--- src/hdl/pfx_pkg.sv ---
`timescale 1ns / 1ps
package pfx_pkg;

   localparam int STACK_DEPTH = 64;
   localparam int DATA_W      = 32;
   localparam int CHAR_W      = 8;
   localparam int STAT_W      = 3;
   localparam int CNT_W       = $clog2(STACK_DEPTH + 1);
   localparam int ADDR_W      = $clog2(STACK_DEPTH);

   localparam logic [CHAR_W-1:0] CHAR_ZERO  = 8'h30;
   localparam logic [CHAR_W-1:0] CHAR_NINE  = 8'h39;
   localparam logic [CHAR_W-1:0] CHAR_PLUS  = 8'h2B;
   localparam logic [CHAR_W-1:0] CHAR_MINUS = 8'h2D;
   localparam logic [CHAR_W-1:0] CHAR_STAR  = 8'h2A;
   localparam logic [CHAR_W-1:0] CHAR_SLASH = 8'h2F;

   localparam logic [STAT_W-1:0] ST_OK        = 3'd0;
   localparam logic [STAT_W-1:0] ST_UNDERFLOW = 3'd1;
   localparam logic [STAT_W-1:0] ST_OVERFLOW  = 3'd2;
   localparam logic [STAT_W-1:0] ST_DIVZERO   = 3'd3;
   localparam logic [STAT_W-1:0] ST_BADCHAR   = 3'd4;
   localparam logic [STAT_W-1:0] ST_EMPTY     = 3'd5;

   typedef struct packed {
      logic [CHAR_W-1:0] char_code;
      logic              last_char;
   } req_payload_type;

   typedef struct packed {
      logic signed [DATA_W-1:0] value;
      logic [STAT_W-1:0]        status;
   } rsp_payload_type;

   // commands from the controller to the datapath
   typedef struct packed {
      logic capture;
      logic exec;
      logic div_commit;
      logic emit;
   } ctl_cmd_type;

   // status from the datapath to the controller
   typedef struct packed {
      logic div_go;
      logic last;
      logic div_done;
      logic out_free;
   } dp_sts_type;

endpackage

--- src/hdl/pfx_ram.sv ---
`timescale 1ns / 1ps
module pfx_ram #(
   parameter int WIDTH = 32,
   parameter int DEPTH = 64
) (
   input  logic                     clock,
   input  logic                     wr_en,
   input  logic [$clog2(DEPTH)-1:0] wr_addr,
   input  logic [WIDTH-1:0]         wr_data,
   input  logic [$clog2(DEPTH)-1:0] rd_addr,
   output logic [WIDTH-1:0]         rd_data
);

   logic [WIDTH-1:0] mem_ff [DEPTH];
   logic [WIDTH-1:0] rd_data_ff;

   always_ff @(posedge clock) begin
      if (wr_en) begin
         mem_ff[wr_addr] <= wr_data;
      end
      rd_data_ff <= mem_ff[rd_addr];
   end

   assign rd_data = rd_data_ff;

endmodule

--- src/hdl/pfx_div.sv ---
`timescale 1ns / 1ps
module pfx_div (
   input  logic                        clock,
   input  logic                        reset,
   input  logic                        start,
   input  logic [pfx_pkg::DATA_W-1:0]  dividend,
   input  logic [pfx_pkg::DATA_W-1:0]  divisor,
   output logic                        done,
   output logic [pfx_pkg::DATA_W-1:0]  quotient
);
   import pfx_pkg::*;

   localparam int STEP_W = $clog2(DATA_W);

   logic              busy_ff, busy_in;
   logic              done_ff, done_in;
   logic [STEP_W-1:0] step_ff, step_in;
   logic [DATA_W-1:0] rem_ff, rem_in;
   logic [DATA_W-1:0] quo_ff, quo_in;
   logic [DATA_W-1:0] den_ff, den_in;
   logic              neg_ff, neg_in;
   logic [DATA_W:0]   shifted;
   logic [DATA_W:0]   diff;

   // one quotient bit per cycle, restoring
   always_comb begin
      shifted = {rem_ff, quo_ff[DATA_W-1]};
      diff    = shifted - {1'b0, den_ff};
      busy_in = busy_ff;
      done_in = 1'b0;
      step_in = step_ff;
      rem_in  = rem_ff;
      quo_in  = quo_ff;
      den_in  = den_ff;
      neg_in  = neg_ff;
      if (start) begin
         busy_in = 1'b1;
         step_in = '0;
         rem_in  = '0;
         quo_in  = dividend[DATA_W-1] ? (DATA_W'(0) - dividend) : dividend;
         den_in  = divisor[DATA_W-1] ? (DATA_W'(0) - divisor) : divisor;
         neg_in  = dividend[DATA_W-1] ^ divisor[DATA_W-1];
      end else if (busy_ff) begin
         rem_in  = diff[DATA_W] ? shifted[DATA_W-1:0] : diff[DATA_W-1:0];
         quo_in  = {quo_ff[DATA_W-2:0], ~diff[DATA_W]};
         step_in = step_ff + STEP_W'(1);
         if (step_ff == STEP_W'(DATA_W - 1)) begin
            busy_in = 1'b0;
            done_in = 1'b1;
         end
      end
   end

   always_ff @(posedge clock) begin
      if (reset) begin
         busy_ff <= 1'b0;
         done_ff <= 1'b0;
      end else begin
         busy_ff <= busy_in;
         done_ff <= done_in;
      end
      step_ff <= step_in;
      rem_ff  <= rem_in;
      quo_ff  <= quo_in;
      den_ff  <= den_in;
      neg_ff  <= neg_in;
   end

   assign done     = done_ff;
   assign quotient = neg_ff ? (DATA_W'(0) - quo_ff) : quo_ff;

endmodule

--- src/hdl/pfx_datapath.sv ---
`timescale 1ns / 1ps
module pfx_datapath (
   input  logic                     clock,
   input  logic                     reset,
   input  pfx_pkg::req_payload_type req_payload,
   output logic                     rsp_valid,
   input  logic                     rsp_ready,
   output pfx_pkg::rsp_payload_type rsp_payload,
   input  pfx_pkg::ctl_cmd_type     cmd,
   output pfx_pkg::dp_sts_type      sts
);
   import pfx_pkg::*;

   logic [CHAR_W-1:0] char_ff, char_in;
   logic              last_ff, last_in;
   logic [DATA_W-1:0] tos_ff, tos_in;
   logic [CNT_W-1:0]  count_ff, count_in;
   logic [STAT_W-1:0] error_ff, error_in;
   logic              rsp_valid_ff, rsp_valid_in;
   rsp_payload_type   rsp_data_ff, rsp_data_in;

   logic [CNT_W-1:0]  cnt_m1;
   logic [CNT_W-1:0]  cnt_m2;
   logic              ram_we;
   logic [DATA_W-1:0] second;
   logic [DATA_W-1:0] quotient;
   logic              div_done;
   logic              div_go;
   logic              out_free;

   assign cnt_m1   = count_ff - CNT_W'(1);
   assign cnt_m2   = count_ff - CNT_W'(2);
   assign out_free = !rsp_valid_ff || rsp_ready;

   // entries below the top of stack; the top lives in tos_ff
   pfx_ram #(
      .WIDTH (DATA_W),
      .DEPTH (STACK_DEPTH)
   ) u_stack (
      .clock   (clock),
      .wr_en   (ram_we),
      .wr_addr (cnt_m1[ADDR_W-1:0]),
      .wr_data (tos_ff),
      .rd_addr (cnt_m2[ADDR_W-1:0]),
      .rd_data (second)
   );

   pfx_div u_div (
      .clock    (clock),
      .reset    (reset),
      .start    (cmd.exec && div_go),
      .dividend (second),
      .divisor  (tos_ff),
      .done     (div_done),
      .quotient (quotient)
   );

   always_comb begin
      char_in      = char_ff;
      last_in      = last_ff;
      tos_in       = tos_ff;
      count_in     = count_ff;
      error_in     = error_ff;
      rsp_valid_in = rsp_valid_ff;
      rsp_data_in  = rsp_data_ff;
      ram_we       = 1'b0;
      div_go       = 1'b0;

      if (cmd.capture) begin
         char_in = req_payload.char_code;
         last_in = req_payload.last_char;
      end

      if (cmd.exec && error_ff == ST_OK) begin
         case (char_ff) inside
            [CHAR_ZERO:CHAR_NINE]: begin
               if (count_ff >= CNT_W'(STACK_DEPTH)) begin
                  error_in = ST_OVERFLOW;
               end else begin
                  ram_we   = (count_ff != '0);
                  tos_in   = {{(DATA_W-CHAR_W){1'b0}}, char_ff - CHAR_ZERO};
                  count_in = count_ff + CNT_W'(1);
               end
            end
            CHAR_PLUS, CHAR_MINUS, CHAR_STAR, CHAR_SLASH: begin
               if (count_ff < CNT_W'(2)) begin
                  error_in = ST_UNDERFLOW;
               end else if (char_ff == CHAR_SLASH) begin
                  if (tos_ff == '0) begin
                     error_in = ST_DIVZERO;
                  end else begin
                     div_go = 1'b1;
                  end
               end else begin
                  count_in = cnt_m1;
                  if (char_ff == CHAR_PLUS) begin
                     tos_in = second + tos_ff;
                  end else if (char_ff == CHAR_MINUS) begin
                     tos_in = second - tos_ff;
                  end else begin
                     tos_in = second * tos_ff;
                  end
               end
            end
            default: begin
               error_in = ST_BADCHAR;
            end
         endcase
      end

      if (cmd.div_commit) begin
         tos_in   = quotient;
         count_in = cnt_m1;
      end

      if (rsp_ready) begin
         rsp_valid_in = 1'b0;
      end
      if (cmd.emit) begin
         rsp_valid_in = 1'b1;
         if (error_ff != ST_OK) begin
            rsp_data_in.value  = '0;
            rsp_data_in.status = error_ff;
         end else if (count_ff == '0) begin
            rsp_data_in.value  = '0;
            rsp_data_in.status = ST_EMPTY;
         end else begin
            rsp_data_in.value  = tos_ff;
            rsp_data_in.status = ST_OK;
         end
         count_in = '0;
         error_in = ST_OK;
      end
   end

   always_ff @(posedge clock) begin
      if (reset) begin
         count_ff     <= '0;
         error_ff     <= ST_OK;
         rsp_valid_ff <= 1'b0;
      end else begin
         count_ff     <= count_in;
         error_ff     <= error_in;
         rsp_valid_ff <= rsp_valid_in;
      end
      char_ff     <= char_in;
      last_ff     <= last_in;
      tos_ff      <= tos_in;
      rsp_data_ff <= rsp_data_in;
   end

   assign rsp_valid    = rsp_valid_ff;
   assign rsp_payload  = rsp_data_ff;
   assign sts.div_go   = div_go;
   assign sts.last     = last_ff;
   assign sts.div_done = div_done;
   assign sts.out_free = out_free;

endmodule

--- src/hdl/pfx_ctrl.sv ---
`timescale 1ns / 1ps
module pfx_ctrl (
   input  logic                 clock,
   input  logic                 reset,
   input  logic                 req_valid,
   output logic                 req_ready,
   input  pfx_pkg::dp_sts_type  sts,
   output pfx_pkg::ctl_cmd_type cmd
);
   import pfx_pkg::*;

   localparam logic [1:0] S_IDLE = 2'd0;
   localparam logic [1:0] S_EXEC = 2'd1;
   localparam logic [1:0] S_DIV  = 2'd2;
   localparam logic [1:0] S_EMIT = 2'd3;

   logic [1:0] state_ff, state_in;

   always_comb begin
      state_in = state_ff;
      cmd      = '0;
      unique case (state_ff)
         S_IDLE: begin
            if (req_valid) begin
               cmd.capture = 1'b1;
               state_in    = S_EXEC;
            end
         end
         S_EXEC: begin
            cmd.exec = 1'b1;
            if (sts.div_go) begin
               state_in = S_DIV;
            end else if (sts.last) begin
               state_in = S_EMIT;
            end else begin
               state_in = S_IDLE;
            end
         end
         S_DIV: begin
            if (sts.div_done) begin
               cmd.div_commit = 1'b1;
               state_in       = sts.last ? S_EMIT : S_IDLE;
            end
         end
         S_EMIT: begin
            if (sts.out_free) begin
               cmd.emit = 1'b1;
               state_in = S_IDLE;
            end
         end
         default: begin
            state_in = S_IDLE;
         end
      endcase
   end

   always_ff @(posedge clock) begin
      if (reset) begin
         state_ff <= S_IDLE;
      end else begin
         state_ff <= state_in;
      end
   end

   assign req_ready = (state_ff == S_IDLE);

endmodule

--- src/hdl/postfix_expression_evaluator_unit.sv ---
`timescale 1ns / 1ps
// Postfix evaluator for single-digit operands: one character per transaction on req_,
// with last_char marking the end of an expression. Digits push, + - * / pop two entries
// and push the 32-bit wrapped result (division truncates toward zero). After the last
// character one rsp_ transaction carries the top of stack and a status (0 ok, 1 underflow,
// 2 overflow, 3 divide by zero, 4 bad char, 5 empty; value is zero when status is not ok),
// and the stack and sticky error are cleared. One character is worked on at a time: after
// acceptance a digit, +, - or * passes the execute state before the next ready, a / also
// waits in the divide state for the bit-per-cycle divider, and a last character then passes
// the result-load state to load the result register, staying there only while a previous
// result there is still not taken. The top of stack sits in a register and the rest in a
// 64-entry RAM with one write and one read port; the RAM needs no clearing after reset.
module postfix_expression_evaluator_unit (
   input  logic                     clock,
   input  logic                     reset,
   input  logic                     req_valid,
   output logic                     req_ready,
   input  pfx_pkg::req_payload_type req_payload,
   output logic                     rsp_valid,
   input  logic                     rsp_ready,
   output pfx_pkg::rsp_payload_type rsp_payload
);
   import pfx_pkg::*;

   // control handshake between sequencer and datapath
   ctl_cmd_type cmd;
   dp_sts_type  sts;

   // sequencer: idle, execute, divide wait, result load
   pfx_ctrl u_ctrl (
      .clock     (clock),
      .reset     (reset),
      .req_valid (req_valid),
      .req_ready (req_ready),
      .sts       (sts),
      .cmd       (cmd)
   );

   // stack, alu, divider and result register
   pfx_datapath u_dp (
      .clock       (clock),
      .reset       (reset),
      .req_payload (req_payload),
      .rsp_valid   (rsp_valid),
      .rsp_ready   (rsp_ready),
      .rsp_payload (rsp_payload),
      .cmd         (cmd),
      .sts         (sts)
   );

endmodule
--- config.mk ---
export PLATFORM = sky130hd
export DESIGN_NAME = postfix_expression_evaluator_unit
export DESIGN_NICKNAME = d
export VERILOG_FILES = /design/src/hdl/pfx_pkg.sv /design/src/hdl/pfx_ram.sv /design/src/hdl/pfx_div.sv /design/src/hdl/pfx_datapath.sv /design/src/hdl/pfx_ctrl.sv /design/src/hdl/postfix_expression_evaluator_unit.sv
export SDC_FILE = /design/constraint.sdc
export NUM_CORES = 2
export LEC_CHECK = 0
export BUFFER_PORTS_ARGS = -buffer_cell sky130_fd_sc_hd__buf_4
export CAP_MARGIN = 5
export CORE_UTILIZATION = 40
export DETAILED_ROUTE_END_ITERATION = 8
export GPL_TIMING_DRIVEN = 0
export HOLD_SLACK_MARGIN = 0.06
export MAX_ROUTING_LAYER = met4
export PLACE_DENSITY = 0.6
export REMOVE_ABC_BUFFERS = 1
export SLEW_MARGIN = 25
export SYNTH_ARGS = -nofsm -noshare
export SYNTH_HDL_FRONTEND = slang
export SYNTH_SLANG_ARGS = --single-unit
--- constraint.sdc ---
create_clock -name clock -period 8.6 [get_ports clock]
set_clock_uncertainty 0.2 [all_clocks]
set_input_delay 1.29 -clock clock [delete_from_list [all_inputs] [get_ports clock]]
set_output_delay 1.29 -clock clock [all_outputs]
set_load 0.02 [all_outputs]
==> Word level (Yosys, flattened, before mapping) <==
Memory sizes are Yosys's and may differ from the RTL's. A register that Yosys moved wholly into a read port is not among the register bits.
Cells that the tools add are included.
{ "classes": {"n_mul": 1, "n_reduce_logical": 22, "addsub": 11, "n_mux": 60, "n_eq_ne": 17, "n_lt_le_gt_ge": 4, "n_bitwise": 3} }
{ "ops": {"columns": ["cell", "n"], "rows": [
  ["2-to-1 mux 32 bit", 14],
  ["subtractor 1 x 32 -> 32 bit, first input constant", 3],
  ["2-to-1 mux 7 bit", 7],
  ["subtractor 33 x 32 -> 33 bit", 1],
  ["adder 32 bit", 1],
  ["equality test 8 x 6 -> 1 bit, second input constant", 4],
  ["logical NOT 32 bit", 1],
  ["multiplier 32 x 32 -> 32 bit", 1],
  ["subtractor 32 bit", 1],
  ["2-to-1 mux 31 bit", 1],
  ["2-to-1 mux 1 bit", 24],
  ["2-to-1 mux 3 bit", 8],
  ["2-to-1 mux 2 bit", 5],
  [">= comparator 8 x 6 -> 1 bit, second input constant", 1],
  ["less-or-equal comparator 8 x 6 -> 1 bit, second input constant", 1],
  ["inequality test 4 x 1 -> 1 bit, second input constant", 2],
  ["case mux 2 bit (4 select lines)", 1],
  ["subtractor 8 x 6 -> 8 bit, second input constant", 1],
  ["adder 7 x 1 -> 7 bit, second input constant", 1],
  [">= comparator 7 bit, second input constant", 1],
  ["logical NOT 7 bit", 1],
  ["less-than comparator 7 x 2 -> 1 bit, second input constant", 1],
  ["nonzero test 7 bit", 1],
  ["subtractor 7 x 1 -> 7 bit, second input constant", 1],
  ["24 further kinds", 35]
]} }
{ "word_totals": {"register_bits": 193, "output_inout_bits": 37, "input_bits": 13, "ramBits": 2048, "n_memories": 1, "elab_cells": 136} }
{ "memory_table": {"columns": ["memory", "depth", "word_bits", "rd", "rd_clocked_by_memory_dff", "write_ports", "line_no", "source"], "rows": [
  ["u_dp.u_stack.mem_ff", 64, 32, 1, 1, 1, "pfx_ram.sv:14", "logic [WIDTH-1:0] mem_ff [DEPTH];"]
]} }

==> Logic depth before layout (Yosys ltp) <==
{ "depth": {"word_depth": 9, "depth_mapped": 28, "mapped_depth_nobuf": 26} }

==> Cells and area by module <==
From an unflattened synthesis, not the netlist that was laid out.
{ "hier_totals": {"hier_cells": 6858, "hier_area_um2": 109730.2} }
{ "modules_own_cells": {"columns": ["module", "area_per_inst_um2", "cells_per_inst", "seq_area_each_um2", "instances"], "rows": [
  ["pfx_ram", 78515.3, 3324, 62139.6, 1],
  ["pfx_datapath", 23307.4, 2660, 2502.4, 1],
  ["pfx_div", 7757.4, 855, 2732.6, 1],
  ["pfx_ctrl", 150.1, 19, 40.0, 1]
]} }

==> Least setup slack after synthesis <==
No wires, ideal clock.
{ "synth_timing": {"path_kind": "register -> register", "startpoint": "reg u_dp.tos_ff[7]", "endpoint": "reg u_dp.tos_ff[30] (data pin)", "arrival_time_ns": 7.799, "required_time_ns": 8.127, "setup_time_ns": 0.273, "path_stages_with_launch": 27, "slack_ns": 0.328, "path_buffers": 2, "period_less_slack_ns": 8.272, "path_cell_list": "edfxtp_1 -> clkbuf_1 -> clkbuf_1 -> and2_1 -> fa_1 -> fa_1 -> fa_1 -> inv_1 -> fa_1 -> inv_1 -> fa_1 -> inv_1 -> fa_1 -> inv_1 -> fa_1 -> fa_1 -> ha_1 -> a21oi_1 -> nand2b_1 -> nand2b_1 -> a2111oi_0 -> o31ai_1 -> o41ai_1 -> o21ai_0 -> xor2_1 -> o21ai_0 -> o32ai_1"} }
{ "synth_via": {"elab_chain_len": 9, "elab_cells_between_ends": 11, "classes_between": "add/sub (2); mul (1); mux (8)"} }
{ "synth_rtl": {"columns": ["item", "line_no", "source"], "rows": [
  ["start: declaration", "pfx_datapath.sv:16", "logic [DATA_W-1:0] tos_ff, tos_in;"],
  ["start signal: assignment", "pfx_datapath.sv:148", "tos_ff <= tos_in;"],
  ["multiplier 32 x 32 -> 32 bit / subtractor 32 bit (equally long branches)", "pfx_datapath.sv:101, pfx_datapath.sv:99", null],
  ["2-to-1 mux 32 bit", "pfx_datapath.sv:98", "end else if (char_ff == CHAR_MINUS) begin"],
  ["2-to-1 mux 32 bit (*)", "pfx_datapath.sv:96", "if (char_ff == CHAR_PLUS) begin"],
  ["2-to-1 mux 32 bit (*)", "pfx_datapath.sv:88", "end else if (char_ff == CHAR_SLASH) begin"],
  ["2-to-1 mux 32 bit (*)", "pfx_datapath.sv:86", "if (count_ff < CNT_W'(2)) begin"],
  ["2-to-1 mux 32 bit (*) (2 in series)", "pfx_datapath.sv:75", "case (char_ff) inside"],
  ["2-to-1 mux 32 bit (*)", "pfx_datapath.sv:74", "if (cmd.exec && error_ff == ST_OK) begin"],
  ["2-to-1 mux 32 bit (*)", "pfx_datapath.sv:111", "if (cmd.div_commit) begin"],
  ["net u_dp.tos_in[30]", "pfx_datapath.sv:16", null]
]} }
Mark *: on every way through the listed nets, which the timed path passes. The rest lies on a longest branch. The select of a mux whose other input is x is not followed.
A chain may end at the register's enable or synchronous reset.

==> Worst setup path after layout <==
{ "layout_timing": {"startpoint": "reg u_dp.u_stack.rd_data_ff[12] (netlist: u_dp.u_stack.rd_data[12]), read port of u_dp.u_stack.mem_ff", "endpoint": "reg u_dp.tos_ff[31] (data pin)"} }
{ "layout_via": {"elab_chain_len": 9, "elab_cells_between_ends": 11, "classes_between": "add/sub (2); mul (1); mux (8)"} }
{ "layout_rtl": {"columns": ["item", "line_no", "source"], "rows": [
  ["start: declaration", "pfx_ram.sv:15", "logic [WIDTH-1:0] rd_data_ff;"],
  ["multiplier 32 x 32 -> 32 bit / subtractor 32 bit (equally long branches)", "pfx_datapath.sv:101, pfx_datapath.sv:99", null],
  ["2-to-1 mux 32 bit", "pfx_datapath.sv:98", null],
  ["2-to-1 mux 32 bit (*)", "pfx_datapath.sv:96", null],
  ["2-to-1 mux 32 bit (*)", "pfx_datapath.sv:88", null],
  ["2-to-1 mux 32 bit (*)", "pfx_datapath.sv:86", null],
  ["2-to-1 mux 32 bit (*) (2 in series)", "pfx_datapath.sv:75", null],
  ["2-to-1 mux 32 bit (*)", "pfx_datapath.sv:74", null],
  ["2-to-1 mux 32 bit (*)", "pfx_datapath.sv:111", null],
  ["net u_dp.tos_in[31]", "pfx_datapath.sv:16", null]
]} }
Marked as above.

==> flow_metrics.tcl <==
set metrics [dict create \
    status "complete, no violations" \
    setup_viol 0 \
    htreeDepth 4 \
    clock_path_buffers 3 \
    critPathCapture "u_dp.tos_ff[31]" \
    initial_core_util_pct 40.2 \
    r2r_cells 23 \
    vias 60155 \
    synthesis.area_um2 109000 \
    clock_sinks 2273 \
    grt_setup_unrepaired "true" \
    worstMarginPinSlew_ps 1140 \
    vias_per_cell 5.68 \
    track_usage_pct 22.4 \
    cp-end-kind "register" \
    die_height_um 524 \
    whs_ps 274 \
    r2r_setup_slack_ps 270 \
    start_kind "register" \
    drtIter0Drc 6454 \
    ir_drop_v 0.00175 \
    r2r-start "u_dp.u_stack.rd_data[12]" \
    drv_slew 0 \
    final_util_pct 47.2 \
    ff_latch_area_um2 67500 \
    ios 50 \
    layout_commonest_cell "edfxtp_1" \
    crit_arrival_ps 8770 \
    fin_crit_ps 8330 \
    crit_start "u_dp.u_stack.rd_data[12]" \
    layout-drive-gt1-share_pct 22.0 \
    synthArstFlopShare_pct 0 \
    cts-root-buf "clkbuf_16" \
    die_width_um 524 \
    maxCapViolCount 0 \
    hold_viol_final 0 \
    layout_common_cells "edfxtp_1 (2189), mux4_2 (651), inv_1 (484), nand2_1 (426), fa_1 (411)" \
    synth_edf_count 2189 \
    grt_pass1_wl_um 431000 \
    die-area_um2 274000 \
    rows 191 \
    hpwl_um 213000 \
    fin_crit_sh_pct 96.8 \
    worstPathMaxFanout 18 \
    grt_start_max_net_pins 73 \
    multi_input_area_um2 38800 \
    synth_cell_types 76 \
    io_buffers 49 \
    yosysWarnings 0 \
    powerDensity_nw_per_um2 420 \
    place_area_um2 121000 \
    antenna_found_initial 19 \
    area_growth_pct 17.4 \
    p_leak_nw 43.0 \
    reg2reg_to "u_dp.tos_ff[31]" \
    ys.flop_type "edfxtp_1" \
    worstPathRequired_ps 9040 \
    ys_seq_area_share_pct 62.0 \
    synthCells 6519 \
    wl_um 295000 \
    fin_area_um2 128000 \
    nets 7487 \
    tns_ps 0 \
    cts_made_buffers 224 \
    synth-seq-cells 2273 \
    grt_pass1_vias 61410 \
    post_synth.cell_area_avg_um2 16.7 \
    worstSetupPathType "reg2reg" \
    first_pass_iters 8 \
    final.fill_count 22530 \
    wl_per_cell_um 27.9 \
    hp-class "reg2reg" \
    max_clock_freq_mhz 120 \
    slew_headroom_pct 23.4 \
    routabilityCongestion 0.870 \
    grt_overflow_total 0 \
    core_um2 271000 \
    finalPower_mw 53.7 \
    antenna_left 0 \
    clk_latency_ps 880 \
    cts_tree "built" \
    clk_pin_slew_worst_paths_ps 60 \
    drcViolationCount 0 \
]
==> where the power goes <==
| part | leakage [nW] | switching (mW) | internal, mW |
|---|---|---|---|
| clock network | 3.31 | 4.12 | 5.09 |
| logic | 19.3 | 17.4 | 13.6 |
| registers | 20.4 | 0.262 | 13.2 |
| total | 43.0 | 21.8 | 31.9 |
==> state kept, by name, summed over array words and instances (netlist names) <==
signal / cells
u_dp.tos_ff: 32
u_dp.count_ff: 7
u_dp.rsp_valid: 1
u_dp.char_ff: 8
u_dp.u_div.quo_ff: 32
u_dp.u_div.step_ff: 5
u_dp.u_div.done: 1
u_dp.u_div.busy_ff: 1
u_dp.rsp_payload: 35
u_dp.u_div.rem_ff: 32
u_dp.u_stack.rd_data: 32
u_dp.error_ff: 3
u_ctrl.state_ff: 2
u_dp.last_ff: 1
u_dp.u_div.neg_ff: 1
u_dp.u_div.den_ff: 32
u_dp.u_stack.mem_ff: 2048
==> cell usage after synthesis, types with 35 or more instances <==
cell type | count | area (um^2)
a211oi_1 | 44 | 330
a21oi_1 | 142 | 711
and2_1 | 300 | 1880
buf_1 | 54 | 203
clkbuf_1 | 293 | 1100
dfxtp_1 | 84 | 1680
edfxtp_1 | 2189 | 65700
fa_1 | 411 | 8230
ha_1 | 230 | 2880
inv_1 | 485 | 1820
mux4_2 | 651 | 14700
nand2_1 | 426 | 1600
nand3_1 | 35 | 175
nor2_1 | 247 | 927
nor2b_1 | 41 | 257
o21ai_0 | 146 | 731
xnor2_1 | 148 | 1300
xor2_1 | 99 | 867
==> timing repair <==
| item | CTS | global route |
|---|---|---|
| hold buffers | 0 | 0 |
| buffers inserted | 0 | 10 |
| gates resized for setup | 0 | 5 |
| hold endpoints to repair | 0 | 0 |
| setup endpoints to repair | 0 | 3 |
==> worst max-delay path, stage by stage, from the launching register on <==
cell	delay [ps]
dfxtp_2	580
buf_16	210
ha_1	480
fa_1	520
inv_1	80
fa_1	450
fa_1	580
fa_1	450
fa_1	550
inv_1	50
fa_1	450
fa_1	510
fa_1	440
ha_1	390
a21oi_1	190
o21ai_0	160
nor3_1	220
o21ai_0	250
nand2_1	130
o21ai_0	150
o41ai_1	500
xnor2_1	190
nor2_1	70
o32ai_1	280
==> final cells by class <==
| cell class | instances | area share (%) |
|---|---|---|
| Tap cell | 3570 | 3.50 |
| Antenna cell | 6 | 0.0118 |
| Inverter | 487 | 1.43 |
| Clock inverter | 104 | 0.643 |
| Timing Repair Buffer | 448 | 6.53 |
| Multi-Input combinational cell | 3399 | 30.4 |
| Clock buffer | 298 | 4.69 |
| Sequential cell | 2273 | 52.8 |
==> how the worst min path moves through the flow <==
stage	from	to	slack [ps]	cells past startpoint
floorplan	u_dp.u_div.rem_ff[14]	u_dp.u_div.rem_ff[14]	260	2
global placement	u_dp.u_div.rem_ff[14]	u_dp.u_div.rem_ff[14]	280	2
detailed placement	u_dp.u_div.rem_ff[18]	u_dp.u_div.rem_ff[19]	290	2
CTS	u_dp.u_div.rem_ff[27]	u_dp.u_div.rem_ff[28]	270	2
global route	u_dp.u_div.rem_ff[27]	u_dp.u_div.rem_ff[28]	310	2
finish	u_dp.u_div.rem_ff[27]	u_dp.u_div.rem_ff[28]	270	2
==> logic make-up (layout without fill, tap and decap cells) <==
family,count (synthesis),after routing,synth area share [%]
flops,2273,2273,62.0
simple gates,1206,1206,5.37
buf+inv,847,1337,2.97
mux,670,670,13.7
fa+ha+maj,641,641,10.2
compound gates,635,635,3.85
xor+xnor,247,247,1.99
other cells,0,6,0
==> routing by layer <==
layer  GRT usage [%]  vias up  part of all wire [%]
li1                -    25339                     -
met1            30.5    32104                    42
met2            35.0     2311                    48
met3            3.47      401                   7.2
met4            6.34        0                   2.7
met5               -        -                     0
==> metrics by stage <==
| step | instances | worst slack, ps |
|---|---|---|
| finish | 10585 | 271 |
| global route | 10582 | -7.22 |
| CTS | 10568 | 24.2 |
| detailed placement | 10166 | 153 |
| global placement | 9778 | -32880 |
| floorplan | 6159 | -16700 |
Power figures use the tool's default switching activity.
